## src/hdl/mexp_pkg.sv

```systemverilog
package mexp_pkg;

  // Operand width used for all arithmetic; the port fields stay 32 bits wide.
  localparam int WIDTH   = 32;
  localparam int FIELD_W = 32;
  localparam int PROD_W  = 2 * WIDTH;
  localparam int CNT_W   = $clog2(PROD_W);

  // Input request payload.
  typedef struct packed {
    logic [FIELD_W-1:0] base_value;
    logic [FIELD_W-1:0] exponent;
    logic [FIELD_W-1:0] modulus_value;
  } in_t;

  // Result payload.
  typedef struct packed {
    logic [FIELD_W-1:0] power_result;
    logic               zero_modulus;
  } out_t;

  // Request to the shared multiply-and-reduce unit.
  typedef struct packed {
    logic             start;
    logic [WIDTH-1:0] op_a;
    logic [WIDTH-1:0] op_b;
    logic [WIDTH-1:0] modulus;
  } mm_req_t;

  // Status and result from the shared unit.
  typedef struct packed {
    logic             busy;
    logic             done;
    logic [WIDTH-1:0] remainder;
  } mm_rsp_t;

  // Sequencer states.
  typedef enum logic [2:0] {
    ST_IDLE,
    ST_REDUCE,
    ST_STEP,
    ST_MUL,
    ST_SQR,
    ST_FINISH
  } state_t;

endpackage

```

## src/hdl/mexp_mulmod.sv

```systemverilog
module mexp_mulmod (
  input  logic             clk,
  input  logic             rst_n,
  input  mexp_pkg::mm_req_t req,
  output mexp_pkg::mm_rsp_t rsp
);

  logic                           busy_r, busy_nxt;
  logic                           done_r, done_nxt;
  logic [mexp_pkg::CNT_W-1:0]     cnt_r, cnt_nxt;
  logic [mexp_pkg::PROD_W-1:0]    prod_r, prod_nxt;
  logic [mexp_pkg::WIDTH-1:0]     rem_r, rem_nxt;
  logic [mexp_pkg::WIDTH-1:0]     mod_r, mod_nxt;
  logic [mexp_pkg::PROD_W-1:0]    prod_w;
  logic [mexp_pkg::WIDTH:0]       trial_w;
  logic [mexp_pkg::WIDTH:0]       diff_w;

  // Full double-width product of the two operands.
  assign prod_w = mexp_pkg::PROD_W'(req.op_a) * mexp_pkg::PROD_W'(req.op_b);

  // One restoring division step: shift in the next product bit and subtract if it fits.
  assign trial_w = {rem_r, prod_r[mexp_pkg::PROD_W-1]};
  assign diff_w  = trial_w - {1'b0, mod_r};

  // Sequencing of the multiply followed by the bit-serial reduction.
  always_comb begin
    busy_nxt = busy_r;
    done_nxt = 1'b0;
    cnt_nxt  = cnt_r;
    prod_nxt = prod_r;
    rem_nxt  = rem_r;
    mod_nxt  = mod_r;
    if (busy_r) begin
      prod_nxt = {prod_r[mexp_pkg::PROD_W-2:0], 1'b0};
      rem_nxt  = (trial_w >= {1'b0, mod_r}) ? diff_w[mexp_pkg::WIDTH-1:0]
                                             : trial_w[mexp_pkg::WIDTH-1:0];
      cnt_nxt  = cnt_r + 1'b1;
      if (cnt_r == mexp_pkg::CNT_W'(mexp_pkg::PROD_W - 1)) begin
        busy_nxt = 1'b0;
        done_nxt = 1'b1;
      end
    end else if (req.start) begin
      busy_nxt = 1'b1;
      cnt_nxt  = '0;
      prod_nxt = prod_w;
      rem_nxt  = '0;
      mod_nxt  = req.modulus;
    end
  end

  // Control registers take reset; the datapath does not.
  always_ff @(posedge clk) begin
    if (!rst_n) begin
      busy_r <= 1'b0;
      done_r <= 1'b0;
    end else begin
      busy_r <= busy_nxt;
      done_r <= done_nxt;
    end
  end

  always_ff @(posedge clk) begin
    cnt_r  <= cnt_nxt;
    prod_r <= prod_nxt;
    rem_r  <= rem_nxt;
    mod_r  <= mod_nxt;
  end

  assign rsp.busy      = busy_r;
  assign rsp.done      = done_r;
  assign rsp.remainder = rem_r;

  // The remainder must always stay below the modulus.
  a_rem_below_mod: assert property (@(posedge clk) disable iff (!rst_n)
    done_r |-> (rem_r < mod_r))
    else $error("remainder not reduced below modulus");

  // A finished operation is reported in the first idle cycle after a busy period.
  a_done_after_busy: assert property (@(posedge clk) disable iff (!rst_n)
    done_r |-> ($past(busy_r) && !busy_r))
    else $error("done without a preceding busy period");

  // A start request is only taken while the unit is idle, and it always makes it busy.
  a_start_taken: assert property (@(posedge clk) disable iff (!rst_n)
    (req.start && !busy_r) |=> busy_r)
    else $error("start request not taken");

endmodule

```

## src/hdl/modular_exponentiation.sv

```systemverilog
// Channel | Ports                        | Payload type       | Moves
// input   | in_valid, in_ready, in_data  | mexp_pkg::in_t     | base, exponent, modulus
// result  | out_valid, out_ready, out_data | mexp_pkg::out_t  | power, zero-modulus flag
//
// The shared unit does each modular multiply as a product then a bit-serial reduction.
// A zero modulus or zero exponent skips the shared unit and goes straight to finishing.
// Reset is synchronous and clears the sequencer and the output valid flag.
// A result held by back-pressure delays only the next completion, not the next acceptance.
module modular_exponentiation (
  input  logic           clk,
  input  logic           rst_n,
  input  logic           in_valid,
  output logic           in_ready,
  input  mexp_pkg::in_t  in_data,
  output logic           out_valid,
  input  logic           out_ready,
  output mexp_pkg::out_t out_data
);

  mexp_pkg::state_t           state_r, state_nxt;
  logic [mexp_pkg::WIDTH-1:0] exp_r, exp_nxt;
  logic [mexp_pkg::WIDTH-1:0] base_r, base_nxt;
  logic [mexp_pkg::WIDTH-1:0] acc_r, acc_nxt;
  logic [mexp_pkg::WIDTH-1:0] mod_r, mod_nxt;
  logic                       err_r, err_nxt;
  logic                       out_valid_r, out_valid_nxt;
  mexp_pkg::out_t             out_data_r, out_data_nxt;
  mexp_pkg::mm_req_t          mm_req;
  mexp_pkg::mm_rsp_t          mm_rsp;
  logic [mexp_pkg::WIDTH-1:0] in_base_w, in_exp_w, in_mod_w;
  logic                       in_acc_w;
  logic                       out_acc_w;

  // Only the low WIDTH bits of each field take part.
  assign in_base_w = in_data.base_value[mexp_pkg::WIDTH-1:0];
  assign in_exp_w  = in_data.exponent[mexp_pkg::WIDTH-1:0];
  assign in_mod_w  = in_data.modulus_value[mexp_pkg::WIDTH-1:0];

  assign in_ready  = (state_r == mexp_pkg::ST_IDLE);
  assign in_acc_w  = in_valid && in_ready;
  assign out_acc_w = out_valid_r && out_ready;

  mexp_mulmod u_mulmod (
    .clk   (clk),
    .rst_n (rst_n),
    .req   (mm_req),
    .rsp   (mm_rsp)
  );

  // State register and control flags.
  always_ff @(posedge clk) begin
    if (!rst_n) begin
      state_r     <= mexp_pkg::ST_IDLE;
      out_valid_r <= 1'b0;
    end else begin
      state_r     <= state_nxt;
      out_valid_r <= out_valid_nxt;
    end
  end

  // Datapath registers.
  always_ff @(posedge clk) begin
    exp_r      <= exp_nxt;
    base_r     <= base_nxt;
    acc_r      <= acc_nxt;
    mod_r      <= mod_nxt;
    err_r      <= err_nxt;
    out_data_r <= out_data_nxt;
  end

  // Square-and-multiply sequencer driving the shared unit.
  always_comb begin
    state_nxt     = state_r;
    exp_nxt       = exp_r;
    base_nxt      = base_r;
    acc_nxt       = acc_r;
    mod_nxt       = mod_r;
    err_nxt       = err_r;
    out_valid_nxt = out_valid_r && !out_ready;
    out_data_nxt  = out_data_r;
    mm_req.start   = 1'b0;
    mm_req.op_a    = base_r;
    mm_req.op_b    = base_r;
    mm_req.modulus = mod_r;

    unique case (state_r)
      mexp_pkg::ST_IDLE: begin
        mm_req.op_a    = in_base_w;
        mm_req.op_b    = mexp_pkg::WIDTH'(1);
        mm_req.modulus = in_mod_w;
        if (in_acc_w) begin
          exp_nxt = in_exp_w;
          mod_nxt = in_mod_w;
          err_nxt = 1'b0;
          acc_nxt = mexp_pkg::WIDTH'(1);
          if (in_mod_w == '0) begin
            // Zero modulus: flagged, result forced to zero.
            acc_nxt   = '0;
            err_nxt   = 1'b1;
            state_nxt = mexp_pkg::ST_FINISH;
          end else if (in_exp_w == '0) begin
            // Zero exponent returns one without reduction.
            state_nxt = mexp_pkg::ST_FINISH;
          end else begin
            // Reduce the base first by multiplying it by one.
            mm_req.start = 1'b1;
            state_nxt    = mexp_pkg::ST_REDUCE;
          end
        end
      end
      mexp_pkg::ST_REDUCE: begin
        if (mm_rsp.done) begin
          base_nxt  = mm_rsp.remainder;
          state_nxt = mexp_pkg::ST_STEP;
        end
      end
      mexp_pkg::ST_STEP: begin
        mm_req.start = 1'b1;
        if (exp_r[0]) begin
          mm_req.op_a = acc_r;
          state_nxt   = mexp_pkg::ST_MUL;
        end else begin
          state_nxt   = mexp_pkg::ST_SQR;
        end
      end
      mexp_pkg::ST_MUL: begin
        if (mm_rsp.done) begin
          acc_nxt = mm_rsp.remainder;
          if (exp_r == mexp_pkg::WIDTH'(1)) begin
            // Last set bit: the final square is not needed.
            state_nxt = mexp_pkg::ST_FINISH;
          end else begin
            mm_req.start = 1'b1;
            state_nxt    = mexp_pkg::ST_SQR;
          end
        end
      end
      mexp_pkg::ST_SQR: begin
        if (mm_rsp.done) begin
          base_nxt = mm_rsp.remainder;
          exp_nxt  = exp_r >> 1;
          if ((exp_r >> 1) == '0) begin
            state_nxt = mexp_pkg::ST_FINISH;
          end else begin
            state_nxt = mexp_pkg::ST_STEP;
          end
        end
      end
      mexp_pkg::ST_FINISH: begin
        // Hand over once the output register is free or being emptied.
        if (!out_valid_r || out_ready) begin
          out_valid_nxt             = 1'b1;
          out_data_nxt.power_result = mexp_pkg::FIELD_W'(acc_r);
          out_data_nxt.zero_modulus = err_r;
          state_nxt                 = mexp_pkg::ST_IDLE;
        end
      end
      default: begin
        state_nxt = mexp_pkg::ST_IDLE;
      end
    endcase
  end

  assign out_valid = out_valid_r;
  assign out_data  = out_data_r;

  // A zero-modulus result always carries a zero power.
  a_err_zero: assert property (@(posedge clk) disable iff (!rst_n)
    (out_valid_r && out_data_r.zero_modulus) |-> (out_data_r.power_result == '0))
    else $error("zero modulus result is not zero");

  // The unit is never started while it is still working.
  a_start_idle: assert property (@(posedge clk) disable iff (!rst_n)
    mm_req.start |-> !mm_rsp.busy)
    else $error("shared unit started while busy");

  // A finished multiply only arrives while the sequencer is waiting for one.
  a_done_expected: assert property (@(posedge clk) disable iff (!rst_n)
    mm_rsp.done |-> (state_r == mexp_pkg::ST_REDUCE || state_r == mexp_pkg::ST_MUL ||
                     state_r == mexp_pkg::ST_SQR))
    else $error("unexpected completion from shared unit");

  // After a request is taken the block is busy in the next cycle.
  a_busy_after_accept: assert property (@(posedge clk) disable iff (!rst_n)
    in_acc_w |=> !in_ready)
    else $error("ready after accepting a request");

  // A result is only loaded when the output register is free or being drained.
  a_no_overwrite: assert property (@(posedge clk) disable iff (!rst_n)
    (state_r == mexp_pkg::ST_FINISH && out_valid_r && !out_ready) |=> out_valid_r)
    else $error("pending result lost");

endmodule

```

## config.mk

```make
export PLATFORM = sky130hd
export DESIGN_NAME = modular_exponentiation
export DESIGN_NICKNAME = d
export VERILOG_FILES = /design/src/hdl/mexp_pkg.sv /design/src/hdl/mexp_mulmod.sv /design/src/hdl/modular_exponentiation.sv
export SDC_FILE = /design/constraint.sdc
export NUM_CORES = 2
export LEC_CHECK = 0
export BUFFER_PORTS_ARGS = -buffer_cell sky130_fd_sc_hd__buf_2
export CAP_MARGIN = 20
export CORE_UTILIZATION = 40
export CTS_CLUSTER_DIAMETER = 40
export CTS_CLUSTER_SIZE = 8
export DETAILED_ROUTE_END_ITERATION = 12
export SETUP_SLACK_MARGIN = 0.5
export SLEW_MARGIN = 40
export SYNTH_ARGS = -nofsm -noshare
export SYNTH_HDL_FRONTEND = slang
export SYNTH_SLANG_ARGS = --single-unit
export TNS_END_PERCENT = 10
```

## constraint.sdc

```tcl
create_clock -name clk -period 8.2 [get_ports clk]
set_input_delay 1.64 -clock clk [delete_from_list [all_inputs] [get_ports clk]]
set_output_delay 1.64 -clock clk [all_outputs]
set_load 0.01 [all_outputs]
```

==> impl_metrics.ini <==
[route]
drtAntennaViolNets = 0
vias_per_cell = 5.29
drtPass1Iterations = 9
post-route-drc-count = 0
drt-total-wl_um = 161000
vias = 37100
wl_per_cell_um = 23.0
drt_iter0_drc = 3258

[timing]
hold_viol = 0
setup_ws_ns = -0.228
tightest_slew_ns = 0.741
fin_crit_sh_pct = 103
setup_violations = 26
rsz0062_at_grt = yes
finClkSkew_ns = 0.0923
slew_violations = 0
relSlewSlack_pct = 50.1
clock.fmax_mhz = 119
period_needed_ns = 8.43

[worst_setup_path]
cp_common_cell = fa_1
crit_slowest_cell = fa_1
arrival_ns = 8.73
cp_max_fo = 17
cp-end-kind = flop
crit_family = adder cells
max_stage_delay_ns = 0.64
rr_worst_depth = 28
path_class = reg -> reg
crit_required_ns = 8.51
crit_path_start_kind = flop
cp.depth = 28
critical_path_buf_inv_count = 7

[yosys]
syn_nets = 6256
synthAdderAreaFrac_pct = 46.5
synth_top_family_by_area = adder cells
synthArstFlopShare_pct = 0
syn_inst = 4963
yosysSeqAreaShare_pct = 19.3
synth_area_um2 = 46500
synth_compound_area_share_pct = 7.19
synthDistinctLibCells = 83
ys_warn_count = 0
synth-seq-cells = 302
synthMuxAreaShare_pct = 1.12
yosys.area_share.simple_pct = 14.5
synth_edf_count = 295
ys.flop_type = edfxtp_1
syn_area_per_cell_um2 = 9.38
synth-xor-area-share_pct = 1.62

[final_layout]
diodes = 0
final_nets = 6756
syn2layout_area_growth_pct = 21.6
stdcell_count = 7010
drive_gt1_share_pct = 19.5

[floorplanning]
core_region_area_um2 = 115000
die_h_um = 343
placementRows = 124
dieArea_um2 = 118000
start_util_pct = 40.5
die_w_um = 343
num_io_pins = 135

[clock_network]
cts.sinks = 302
clk_latency_ns = 0.67
cts_tree = yes
clkTransAtPathRegs_ns = 0.05
cts_buffers = 53
htreeDepth = 2
root_buffer = clkbuf_16
cts_buffer_depth = 3
cts_hold_buf = 0

[run_status]
status = finished with violations
violations = setup timing

[flow_run]
maxCapViolCount = 0

[placement]
dp.cells = 6872
place_congestion = 1.03
dpl.hpwl_um = 135000
io_buffers = 134

[worst_hold_path]
hp-class = reg -> reg
whs_path_depth = 0

[global_routing]
grt_overflow = 0
grt_antenna_before_repair = 5
grt.total_usage_pct = 28.1
grt_start_max_net_pins = 57
first_global_vias = 39200
grt_pass1_wl_um = 246000
==> synthesized netlist by cell type (all sizes together) (4+ instances only) <==
master | n | area share, %
o41ai | 6 | 0.17
a22o | 36 | 0.68
clkbuf | 248 | 2.0
a22oi | 32 | 0.52
edfxtp | 295 | 19
o22ai | 4 | 0.054
o21ai | 118 | 1.3
and3 | 42 | 0.56
nand3 | 36 | 0.39
ha | 296 | 8.0
and2 | 11 | 0.15
a21o | 35 | 0.56
fa | 897 | 39
nor3 | 18 | 0.20
inv | 906 | 7.3
o21bai | 19 | 0.31
mux2i | 16 | 0.34
o31a | 5 | 0.094
or3 | 7 | 0.10
nand2 | 710 | 5.7
o211ai | 5 | 0.081
nand2b | 10 | 0.13
buf | 31 | 0.35
nand4 | 34 | 0.46
xor2 | 32 | 0.60
nor2b | 42 | 0.56
a41oi | 4 | 0.075
a211oi | 11 | 0.18
nor2 | 704 | 5.7
dfxtp | 7 | 0.30
a21oi | 116 | 1.2
mux2 | 32 | 0.77
a21boi | 7 | 0.11
nor4 | 26 | 0.35
a221oi | 4 | 0.075
o31ai | 32 | 0.52
xnor2 | 54 | 1.0
a31oi | 17 | 0.27
o21a | 14 | 0.23
a31o | 4 | 0.075
==> layout make-up <==
cell class	count	area, µm²
multi-input combinational	3476	34200
timing repair buffer	724	6400
sequential	302	9010
inverter	906	3410
clock inverter	21	279
tap	1512	1890
fill	10700	58200
clock buffer	69	1420
==> metal layers <==
metal | GRT usage [%] | vias up | part of all wire (%)
met5 | 0 | - | 0.032
met1 | 38.6 | 18700 | 42
met4 | 10.8 | 8 | 4.5
li1 | - | 16400 | -
met3 | 7.15 | 322 | 9.8
met2 | 42.8 | 1586 | 44
==> logic make-up (layout without fill, tap and decap cells) <==
kind of cell	Yosys count	in the layout
xor+xnor	86	86
fa+ha+maj	1193	1193
buf+inv	1185	1720
compound gates	496	496
flops	302	302
mux	48	48
simple gates	1653	1653
==> final timing paths <==
path,start,endpoint,slack (ns)
setup / recovery,exp_r[0]$_DFFE_PP_,u_mulmod.prod_r[62]$_DFFE_PP_,-0.23
hold / removal,err_r$_DFFE_PP_,out_data[0]$_DFFE_PP_,0.42
setup reg to reg,exp_r[0]$_DFFE_PP_,u_mulmod.prod_r[62]$_DFFE_PP_,-0.23
hold reg to reg,err_r$_DFFE_PP_,out_data[0]$_DFFE_PP_,0.42
==> state kept, by name (all words and copies together) (netlist names), 3 cells and up <==
signal	cells
base_r	32
exp_r	32
acc_r	32
u_mulmod.prod_r	64
u_mulmod.mod_r	32
u_mulmod.rem_r	32
u_mulmod.cnt_r	6
mod_r	32
state_r	3
out_data	33
==> worst reg2reg max path, delay by kind of cell, from the launching register on <==
family | cells | cell delay (ns)
compound gates | 9 | 1.81
flops | 1 | 0.41
buf+inv | 7 | 1.13
fa+ha+maj | 9 | 4.37
simple gates | 2 | 0.17
xor+xnor | 1 | 0.22
==> cells in the final DEF, fill, tap and decap left out, drive strengths merged, types with 34 or more instances in the layout <==
cell | netlist | layout
clkbuf | 248 | 69
fa | 897 | 897
inv | 906 | 908
nor2 | 704 | 704
edfxtp | 295 | 295
a22o | 36 | 36
xnor2 | 54 | 54
nand2 | 710 | 710
o21ai | 118 | 118
nand4 | 34 | 34
and3 | 42 | 42
buf | 31 | 723
nor2b | 42 | 42
ha | 296 | 296
a21o | 35 | 35
a21oi | 116 | 116
nand3 | 36 | 36
==> through the flow <==
stage	hold slack (ns)	cell area [µm²]	utilization (%)	setup TNS, ns	worst slack [ns]
finish	0.416	56600	49.3	-2.67	-0.228
global route	0.440	56600	49.3	-11.24	-0.513
CTS	0.418	56200	48.9	-2.18	-0.159
detailed placement	0.406	53500	46.6	-3.55	-0.432
global placement	0.407	53400	46.6	-1.65	-0.355
floorplan	0.400	47000	-	0	0.441
==> repair_timing <==
item,in CTS,in global routing
buffers inserted,37,6
pin swaps,53,37
setup endpoints to repair,40,46
gates cloned,5,0
resized for setup,129,83
Power is not shown: default switching activity piles up to over one toggle a cycle in this logic, so the estimate is an artifact.
